## src/sv/ssiq_pkg.sv

```systemverilog
// ----------------------------------------------------------------------------
// ssiq_pkg
// Shared types and codes for the sorted insertion queue: item structs,
// result status codes, controller states and datapath commands.
// ----------------------------------------------------------------------------
package ssiq_pkg;

    // item kind codes
    localparam logic KIND_INSERT = 1'b0;
    localparam logic KIND_POP    = 1'b1;

    // result status codes
    typedef enum logic [2:0] {
        ST_INSERTED = 3'd0,
        ST_DUP      = 3'd1,
        ST_FULL     = 3'd2,
        ST_POPPED   = 3'd3,
        ST_EMPTY    = 3'd4
    } t_status;

    // input item
    typedef struct packed {
        logic               kind;
        logic signed [31:0] item_value;
    } t_in_item;

    // result item
    typedef struct packed {
        t_status            status;
        logic signed [31:0] head_value;
        logic        [4:0]  stored_count;
    } t_out_item;

    // controller states
    typedef enum logic [1:0] {
        S_IDLE,
        S_CMP,
        S_WR
    } t_state;

    // datapath operations
    typedef enum logic [2:0] {
        DP_NOP,
        DP_LOAD,
        DP_COMPARE,
        DP_INSERT,
        DP_POP,
        DP_REPORT
    } t_dp_op;

    // controller to datapath
    typedef struct packed {
        t_dp_op  op;
        t_status code;
    } t_dp_cmd;

    // datapath to controller
    typedef struct packed {
        logic kind;
        logic dup;
        logic full;
        logic empty;
    } t_dp_stat;

endpackage

```

## src/sv/sorted_set_insert_queue_top.sv

```systemverilog
// ----------------------------------------------------------------------------
// sorted_set_insert_queue_top
// Sorted set of signed 32-bit values with insert and pop-smallest items.
// ----------------------------------------------------------------------------
// Usage:
//   Drive i_item and raise start; the item is taken at a clock edge where
//   start is high and busy is low. kind 0 inserts item_value in sorted
//   place (refused as duplicate or full), kind 1 pops the smallest value
//   (or reports empty).
//   Each item gives one result on o_result, shown for one cycle with o_done
//   high. The receiver has no way to stall; it must take it that cycle.
// Timing:
//   An item passes through load, compare in every cell at once, then the
//   commit that shifts the cell row. o_done rises in the cycle after the
//   commit; busy falls at the edge that raises o_done, so a new item can
//   be taken while the result is on the ports.
// Reset:
//   i_rst_n low (synchronous) empties the set and clears busy and o_done.
//   Cell contents are not cleared; only cells below the count are read.
// ----------------------------------------------------------------------------
module sorted_set_insert_queue_top #(
    parameter int CAPACITY = 16
) (
    input  logic                i_clk,
    input  logic                i_rst_n,
    input  logic                start,
    output logic                busy,
    input  ssiq_pkg::t_in_item  i_item,
    output ssiq_pkg::t_out_item o_result,
    output logic                o_done
);
    import ssiq_pkg::*;

    t_dp_cmd  cmd;
    t_dp_stat stat;

    // sequencer
    ssiq_ctrl u_ctrl (
        .i_clk   (i_clk),
        .i_rst_n (i_rst_n),
        .start   (start),
        .busy    (busy),
        .i_stat  (stat),
        .o_cmd   (cmd)
    );

    // cell row and result register
    ssiq_dp #(
        .CAPACITY (CAPACITY)
    ) u_dp (
        .i_clk    (i_clk),
        .i_rst_n  (i_rst_n),
        .i_item   (i_item),
        .i_cmd    (cmd),
        .o_stat   (stat),
        .o_result (o_result),
        .o_done   (o_done)
    );

endmodule

```

## src/sv/ssiq_ctrl.sv

```systemverilog
// ----------------------------------------------------------------------------
// ssiq_ctrl
// Sequencer: takes an item, runs the compare pass over the cells, then
// picks the commit action and result status from the datapath flags.
// ----------------------------------------------------------------------------
module ssiq_ctrl (
    input  logic              i_clk,
    input  logic              i_rst_n,
    input  logic              start,
    output logic              busy,
    input  ssiq_pkg::t_dp_stat i_stat,
    output ssiq_pkg::t_dp_cmd  o_cmd
);
    import ssiq_pkg::*;

    t_state r_state;
    t_state n_state;

    // state register
    always_ff @(posedge i_clk) begin
        if (!i_rst_n) begin
            r_state <= S_IDLE;
        end else begin
            r_state <= n_state;
        end
    end

    // next state and commands
    always_comb begin
        n_state    = r_state;
        o_cmd.op   = DP_NOP;
        o_cmd.code = ST_INSERTED;
        unique case (r_state)
            S_IDLE: begin
                if (start) begin
                    o_cmd.op = DP_LOAD;
                    n_state  = S_CMP;
                end
            end
            S_CMP: begin
                o_cmd.op = DP_COMPARE;
                n_state  = S_WR;
            end
            S_WR: begin
                n_state = S_IDLE;
                if (i_stat.kind == KIND_INSERT) begin
                    // duplicate wins over full
                    if (i_stat.dup) begin
                        o_cmd.op   = DP_REPORT;
                        o_cmd.code = ST_DUP;
                    end else if (i_stat.full) begin
                        o_cmd.op   = DP_REPORT;
                        o_cmd.code = ST_FULL;
                    end else begin
                        o_cmd.op   = DP_INSERT;
                        o_cmd.code = ST_INSERTED;
                    end
                end else begin
                    if (i_stat.empty) begin
                        o_cmd.op   = DP_REPORT;
                        o_cmd.code = ST_EMPTY;
                    end else begin
                        o_cmd.op   = DP_POP;
                        o_cmd.code = ST_POPPED;
                    end
                end
            end
            default: n_state = S_IDLE;
        endcase
    end

    assign busy = (r_state != S_IDLE);

endmodule

```

## src/sv/ssiq_dp.sv

```systemverilog
// ----------------------------------------------------------------------------
// ssiq_dp
// Row of value cells held in ascending order. Each cell compares its
// value with the item value; commit shifts the row up for an insert or
// down for a pop, and loads the result register.
// ----------------------------------------------------------------------------
module ssiq_dp #(
    parameter int CAPACITY = 16
) (
    input  logic                i_clk,
    input  logic                i_rst_n,
    input  ssiq_pkg::t_in_item  i_item,
    input  ssiq_pkg::t_dp_cmd   i_cmd,
    output ssiq_pkg::t_dp_stat  o_stat,
    output ssiq_pkg::t_out_item o_result,
    output logic                o_done
);
    import ssiq_pkg::*;

    localparam int CW = $clog2(CAPACITY + 1);
    localparam logic [CW-1:0] CAP_CNT = CW'(CAPACITY);

    logic signed [31:0] r_entry [CAPACITY];
    logic        [CW-1:0] r_count;
    logic                 r_kind;
    logic signed [31:0]   r_value;
    logic [CAPACITY-1:0]  r_lt;
    logic                 r_dup;

    logic [CAPACITY-1:0]  n_lt;
    logic                 n_dup;
    logic signed [31:0]   ins_prev [CAPACITY];
    logic signed [31:0]   ins_next [CAPACITY];
    logic signed [31:0]   pop_next [CAPACITY];

    // per-cell compare, valid cells only
    always_comb begin
        n_dup = 1'b0;
        for (int i = 0; i < CAPACITY; i++) begin
            n_lt[i] = (CW'(i) < r_count) && (r_entry[i] < r_value);
            if ((CW'(i) < r_count) && (r_entry[i] == r_value)) begin
                n_dup = 1'b1;
            end
        end
    end

    // insert: cells below the slot keep, the slot takes the value,
    // cells above take their lower neighbor
    always_comb begin
        ins_prev[0] = r_value;
        for (int i = 1; i < CAPACITY; i++) begin
            ins_prev[i] = r_lt[i-1] ? r_value : r_entry[i-1];
        end
        for (int i = 0; i < CAPACITY; i++) begin
            ins_next[i] = r_lt[i] ? r_entry[i] : ins_prev[i];
        end
    end

    // pop: every cell but the top one takes its upper neighbor; the top cell keeps its value
    always_comb begin
        for (int i = 0; i < CAPACITY - 1; i++) begin
            pop_next[i] = r_entry[i+1];
        end
        pop_next[CAPACITY-1] = r_entry[CAPACITY-1];
    end

    // item capture and compare flags
    always_ff @(posedge i_clk) begin
        if (i_cmd.op == DP_LOAD) begin
            r_kind  <= i_item.kind;
            r_value <= i_item.item_value;
        end
        if (i_cmd.op == DP_COMPARE) begin
            r_lt  <= n_lt;
            r_dup <= n_dup;
        end
    end

    // cell row
    always_ff @(posedge i_clk) begin
        for (int i = 0; i < CAPACITY; i++) begin
            if (i_cmd.op == DP_INSERT) begin
                r_entry[i] <= ins_next[i];
            end else if (i_cmd.op == DP_POP) begin
                r_entry[i] <= pop_next[i];
            end
        end
    end

    // count and result strobe
    always_ff @(posedge i_clk) begin
        if (!i_rst_n) begin
            r_count <= '0;
            o_done  <= 1'b0;
        end else begin
            o_done <= (i_cmd.op == DP_INSERT) || (i_cmd.op == DP_POP) ||
                      (i_cmd.op == DP_REPORT);
            if (i_cmd.op == DP_INSERT) begin
                r_count <= r_count + 1'b1;
            end else if (i_cmd.op == DP_POP) begin
                r_count <= r_count - 1'b1;
            end
        end
    end

    // result register
    always_ff @(posedge i_clk) begin
        case (i_cmd.op)
            DP_INSERT: begin
                o_result.status       <= i_cmd.code;
                o_result.head_value   <= '0;
                o_result.stored_count <= 5'(r_count + 1'b1);
            end
            DP_POP: begin
                o_result.status       <= i_cmd.code;
                o_result.head_value   <= r_entry[0];
                o_result.stored_count <= 5'(r_count - 1'b1);
            end
            DP_REPORT: begin
                o_result.status       <= i_cmd.code;
                o_result.head_value   <= '0;
                o_result.stored_count <= 5'(r_count);
            end
            default: ;
        endcase
    end

    assign o_stat.kind  = r_kind;
    assign o_stat.dup   = r_dup;
    assign o_stat.full  = (r_count == CAP_CNT);
    assign o_stat.empty = (r_count == '0);

endmodule

```

## config.mk

```make
export PLATFORM = sky130hd
export DESIGN_NAME = sorted_set_insert_queue_top
export DESIGN_NICKNAME = d
export VERILOG_FILES = /design/src/sv/ssiq_pkg.sv /design/src/sv/sorted_set_insert_queue_top.sv /design/src/sv/ssiq_ctrl.sv /design/src/sv/ssiq_dp.sv
export SDC_FILE = /design/constraint.sdc
export NUM_CORES = 2
export LEC_CHECK = 0
export BUFFER_PORTS_ARGS = -buffer_cell sky130_fd_sc_hd__buf_2
export CAP_MARGIN = 5
export CORE_ASPECT_RATIO = 0.7
export CORE_MARGIN = 4
export CORE_UTILIZATION = 58
export DETAILED_ROUTE_END_ITERATION = 7
export PLACE_DENSITY = 0.77
export SYNTH_ARGS = -nofsm -noshare
export SYNTH_HDL_FRONTEND = slang
export SYNTH_SLANG_ARGS = --single-unit
export TNS_END_PERCENT = 30
```

## constraint.sdc

```tcl
create_clock -name i_clk -period 4.5 [get_ports i_clk]
set_input_delay 0.225 -clock i_clk [delete_from_list [all_inputs] [get_ports i_clk]]
set_output_delay 0.225 -clock i_clk [all_outputs]
set_load 0.03 [all_outputs]
```

Yosys cells after proc, flatten, opt, wreduce, memory -nomap -nowiden

Memory sizes are Yosys's and may differ from the RTL's.
Cells that the tools add are included.
W data, S select, Z words.

Word-level logic and storage cells: 191
Bits in latches: 0
Memories: 1
Output and inout port bits: 42
Memory bits (read-only): 0
Register bits: 98
Input bits: 36
RAM bits: 512

Memory list:

| memory       | depth | bits a word | read ports | clocked after memory_dff | wr ports | RTL line      | text |
|---|---|---|---|---|---|---|---|
| u_dp.r_entry | 16    | 32          | 16         | 0                        | 16       | ssiq_dp.sv:23 | `logic signed [31:0] r_entry [CAPACITY];` |

Divide/modulo/power cells: 0
Multipliers: 0
Bitwise logic cells: 16
Reduce and logical (&&, ||, !) cells: 40
Multiplexer cells: 65
Order comparisons: 32
Shift operators: 0
Add/sub/neg operators: 2
Equality and inequality tests: 25

Operators by type and width:

| operator              | count |
|---|---|
| $mux W32              | 47 |
| $eq A32 B32 Y1        | 16 |
| $lt A32 B32 Y1        | 16 |
| $pmux W40 S3          | 1 |
| $lt A4 B5 Y1 const A  | 8 |
| $logic_and A1 B1 Y1   | 32 |
| $lt A3 B5 Y1 const A  | 4 |
| $mux W6               | 3 |
| $or A1 B1 Y1          | 16 |
| $reduce_or A15 Y1     | 1 |
| $lt A1 B5 Y1 const A  | 2 |
| $lt A2 B5 Y1 const A  | 2 |
| $mux W5               | 2 |
| $pmux W3 S3           | 1 |
| $mux W1               | 7 |
| $eq A3 B2 Y1 const B  | 2 |
| $eq A3 B3 Y1 const B  | 2 |
| $add A5 B1 Y5 const B | 1 |
| $eq A5 B5 Y1 const B  | 1 |
| $logic_not A5 Y1      | 1 |
| $sub A5 B1 Y5 const B | 1 |
| $mux W4               | 1 |
| $pmux W2 S2           | 1 |
| $reduce_bool A2 Y1    | 2 |
| other kinds (9)       | 10 |

Depth between registers and ports, before layout

Depth in word-level cells: 10
Gate-level depth with buffers: 11
Mapped depth without buffers: 8

Hierarchy

From an unflattened synthesis, not the netlist that was laid out.

Cell total of the unflattened synthesis: 3799
Area, all modules: 40471.3 um^2

By module, submodules not included:

| module    | sequential area each (um^2) | instances | cells an instance | area each (um^2) |
|---|---|---|---|---|
| ssiq_dp   | 18197.5                     | 1         | 3779              | 40313.7 |
| ssiq_ctrl | 40.0                        | 1         | 20                | 157.7 |

Worst setup path after synthesis

No wires, ideal clock.

Kind: reg2reg
Start: register u_dp.r_count[1]
End: memory u_dp.r_entry[0][0], enable pin
Path slack: 0.037 ns
Period minus slack after synthesis: 4.463 ns
Setup time: 0.466 ns
Path buffers: 2
Stages on the path, launching flop included: 8
Data required time: 4.034 ns
Arrival: 3.997 ns
Path through: dfxtp_1 > clkbuf_1 > inv_1 > ha_1 > a311oi_1 > nand2_1 > clkbuf_1 > o21ai_0

RTL lines:

| what                   | RTL line       | text |
|---|---|---|
| from (decl)            | ssiq_dp.sv:24  | `logic [CW-1:0] r_count;` |
| from (signal assigned) | ssiq_dp.sv:99  | `r_count <= r_count + 1'b1;` |
| from (signal assigned) | ssiq_dp.sv:101 | `r_count <= r_count - 1'b1;` |
| to (decl)              | ssiq_dp.sv:23  |  |

Final worst setup path

Start: register u_dp.r_value[13]
End: register u_dp.r_lt[9], data pin

Word-level cells in the longest chain between the ends: 2

RTL lines:

| what                   | RTL line      | text |
|---|---|---|
| from (decl)            | ssiq_dp.sv:26 | `logic signed [31:0] r_value;` |
| from (signal assigned) | ssiq_dp.sv:71 | `r_value <= i_item.item_value;` |
| $lt A32 B32 Y1         | ssiq_dp.sv:40 | `n_lt[i] = (CW'(i) < r_count) && (r_entry[i] < r_value);` |
| $logic_and A1 B1 Y1    | ssiq_dp.sv:40 |  |
| named net u_dp.n_lt[9] | ssiq_dp.sv:30 | `logic [CAPACITY-1:0] n_lt;` |
| to (signal assigned)   | ssiq_dp.sv:74 | `r_lt <= n_lt;` |
| to (decl)              | ssiq_dp.sv:27 | `logic [CAPACITY-1:0] r_lt;` |

The timed path passes the listed nets, and every way through them passes these cells.
A chain may end at the register's enable or synchronous reset.

==> summary.md <==
| Metric | Value |
|---|---|
| Status | completed |
| CP Max Fanout | 17 |
| Site row count | 80 |
| Setup repair after global routing missed its margin | false |
| EDFF count, synth | 602 |
| MaxCap Viol Count | 0 |
| Setup Skew | about 0.026 ns |
| Min-delay worst type | in -> reg |
| Ys flop type | edfxtp_1 |
| Startpoint type of the worst setup path | flop |
| Initial antenna violation count | 2 |
| Largest net degree at the start of global routing | between 200 and 250 |
| Fillers | 5,405 |
| Post-CTS Setup Bufs | 0 |
| Crit-path slowest cell | edfxtp_1 |
| Synth cell types | between 60 and 70 |
| Fin. max-slew vios | 0 |
| DIE AREA | between 70,000 and 80,000 sq um |
| Pwr Density | 294 nW/um^2 |
| DR pass1 iterations | 6 |
| Crit path kind | reg -> reg |
| IO Port Bufs | 77 |
| Rel. slew slack | between 10% and 20% |
| Ys async rst share | 0% |
| Final min period | ~3.9 ns |
| Seq cells post-synth | between 600 and 700 |
| WL final | roughly 110 mm |
| Routed len/inst | roughly 23 um |
| Layout Utilization | between 60% and 70% |
| Commonest cells after routing, fill and taps aside | 602 x edfxtp_1, 600 x nand2_1, 516 x ha_1 |
| Detailed Route Iter0 Violations | approximately 3,600 |
| Gr ovfl total | 0 |
| Vias | around 31,000 |
| Average instance area after synthesis | ~11 sq um |
| DR DRC count | 0 |
| NumNets Final | ~4,400 |
| Vias in the first global route | 29,700 |
| Depth of the CTS H-tree | 2 |
| # diodes | 0 |
| Post-synth top area cell | edfxtp_1 |
| Commonest non-fill, non-tap cell in the layout | edfxtp_1 |
| Pleak | ~17 nW |
| Reg area | roughly 18,000 sq um |
| DPL Wire Length | around 82 mm |
| Worst hold path stage count | 2 |
| Cells after Synth | roughly 3,800 |
| Clock Latency Late Sink | roughly 0.66 ns |
| Synthesized area | a little over 40,000 sq um |
| Largest cells by area after synthesis | edfxtp_1 45%, ha_1 16%, mux2i_1 11% |
| Total GRT Usage | 29.5% |
| Via-to-Cell Ratio | 6.46 |
| Top cell type's share of synthesized area | approximately 45% |
| Sink Count | 610 |
| Slew @ Worst Pin | 1.28 ns |
| Antenna-violating nets left | 0 |
| Arrival @ worst endpoint | around 4.3 ns |
| Synth warnings | 0 |
| Final setup fails | 0 |
| Initial core utilization | 58.9% |
| P&R area growth vs syn | 9.45% |
| Pwr Total | 0.0130 W |
| Data required time of the critical path | slightly below 5 ns |
| Routability cong. | 0.925 |
| TritonCTS Buffers | approximately 60 |
| CTS Buffer Depth | 3 |
| Die height | between 200 and 250 um |
| CTS Root Cell | clkbuf_16 |
| Sequential element share of the synthesized area | around 45% |
| Placeable Area | around 69,000 sq um |
| Top Ports | 78 |
| Peak Freq | between 200 and 300 MHz |
| Crit path cell chain | inv_1 -> ha_1 -> nand4_1 -> nor4_1 -> a21boi_0 -> or3b_2 -> a21oi_1 -> mux2_2 |
| Worst path max stage delay | about 0.78 ns |
| Share of cells above drive strength 1 | roughly 8% |
| Fin crit share | between 80% and 90% |
| Fin. Hold Viols | 0 |
| Reg clk slew, reported paths | approximately 0.070 ns |
| Worst IR Drop VDD | approximately 290 uV |
| Die W | about 320 um |
| CP Capture Type | flop |
| Multi-input logic area | around 21,000 sq um |
| Post-synth net total | around 4,300 |
| CTS tree | built |
| Setup TNS | 0 ns |
| Worst-case reg-to-reg path depth | 8 |
| First-pass GRT wire length | 173 mm |
## final timing paths
kind,from,end,slack (ns)
max reg2reg,u_dp.r_value[13],u_dp.r_lt[9],0.60
min,i_item[32],u_dp.r_kind,0.27
max,u_dp.r_value[13],u_dp.r_lt[9],0.60
min reg2reg,u_dp.r_entry[14][0],u_dp.r_entry[13][0],0.56
## power breakdown
group,internal [W],total [W],switching [W]
logic,0.000525,0.00132,0.000793
clock network,0.00298,0.00529,0.00231
registers,0.00630,0.00641,0.000106
total,0.00980,0.0130,0.00321
## registers in the layout, summed over array words and instances (netlist names)
name and count:
u_dp.r_entry 512, u_dp.o_result 40, u_dp.r_count 5, u_dp.r_lt 16, u_dp.o_done 1, u_ctrl.r_state 2, u_dp.r_dup 1, u_dp.r_kind 1
u_dp.r_value 32
## routing by layer
metal / global-route usage, % / vias up / share of wire [%]
met4: 6.89 / 2 / 2.1
met5: 0 / - / 0.012
met1: 45.1 / 15100 / 46
li1: - / 14400 / -
met3: 6.62 / 134 / 9.8
met2: 42.5 / 1345 / 42
## critical path, delay by kind of cell, from the launching register on
kind | cells | cell delay (ns)
buffers and inverters | 1 | 0.54
AOI/OAI and AO/OA | 2 | 0.42
muxes | 1 | 0.28
and+or+nand+nor | 3 | 1.15
adders and majority gates | 1 | 0.47
DFF | 1 | 0.78
## synthesized netlist by cell type (39+ instances only)
cell type	number
a21o_1	39
a21oi_1	203
clkbuf_1	137
edfxtp_1	602
ha_1	516
inv_1	70
mux2i_1	453
nand2_1	600
nand3_1	43
nand4_1	87
nor2_1	54
o21ai_0	482
o21ai_1	86
## timing repair
item,in CTS,in global routing
endpoints found under the hold margin,41,0
hold buffers,36,0
resized for setup,0,0
## layout make-up
type	instances	area share [%]
well taps	902	2.55
inverters	71	0.602
clock inverters	34	0.878
flip-flops and latches	610	41.2
multi-input cells	2896	47.8
clock buffers	74	3.56
repair buffers	206	3.46
## metrics by stage
stage / setup WS (ns) / instances / hold WS (ns) / cell area (sq um)
global placement: 0.770 / 4649 / 0.401 / 42000
CTS: 0.771 / 4793 / 0.237 / 44300
floorplan: 0.0370 / 3788 / 0.324 / 40500
global route: 0.453 / 4793 / 0.269 / 44300
detailed placement: 0.770 / 4649 / 0.403 / 42000
finish: 0.603 / 4793 / 0.271 / 44300
## cell families (layout without fill, tap and decap cells)
| logic type | count (synthesis) | after routing | share of synthesized area [%] |
|---|---|---|---|
| simple gates | 946 | 946 | 10.7 |
| flops | 610 | 610 | 45.1 |
| buf+inv | 282 | 385 | 3.07 |
| fa+ha+maj | 516 | 516 | 16.0 |
| xor+xnor | 7 | 7 | 0.151 |
| mux | 488 | 488 | 12.2 |
| compound gates | 939 | 939 | 12.9 |
Note: power is estimated with default switching activity, not from simulation.
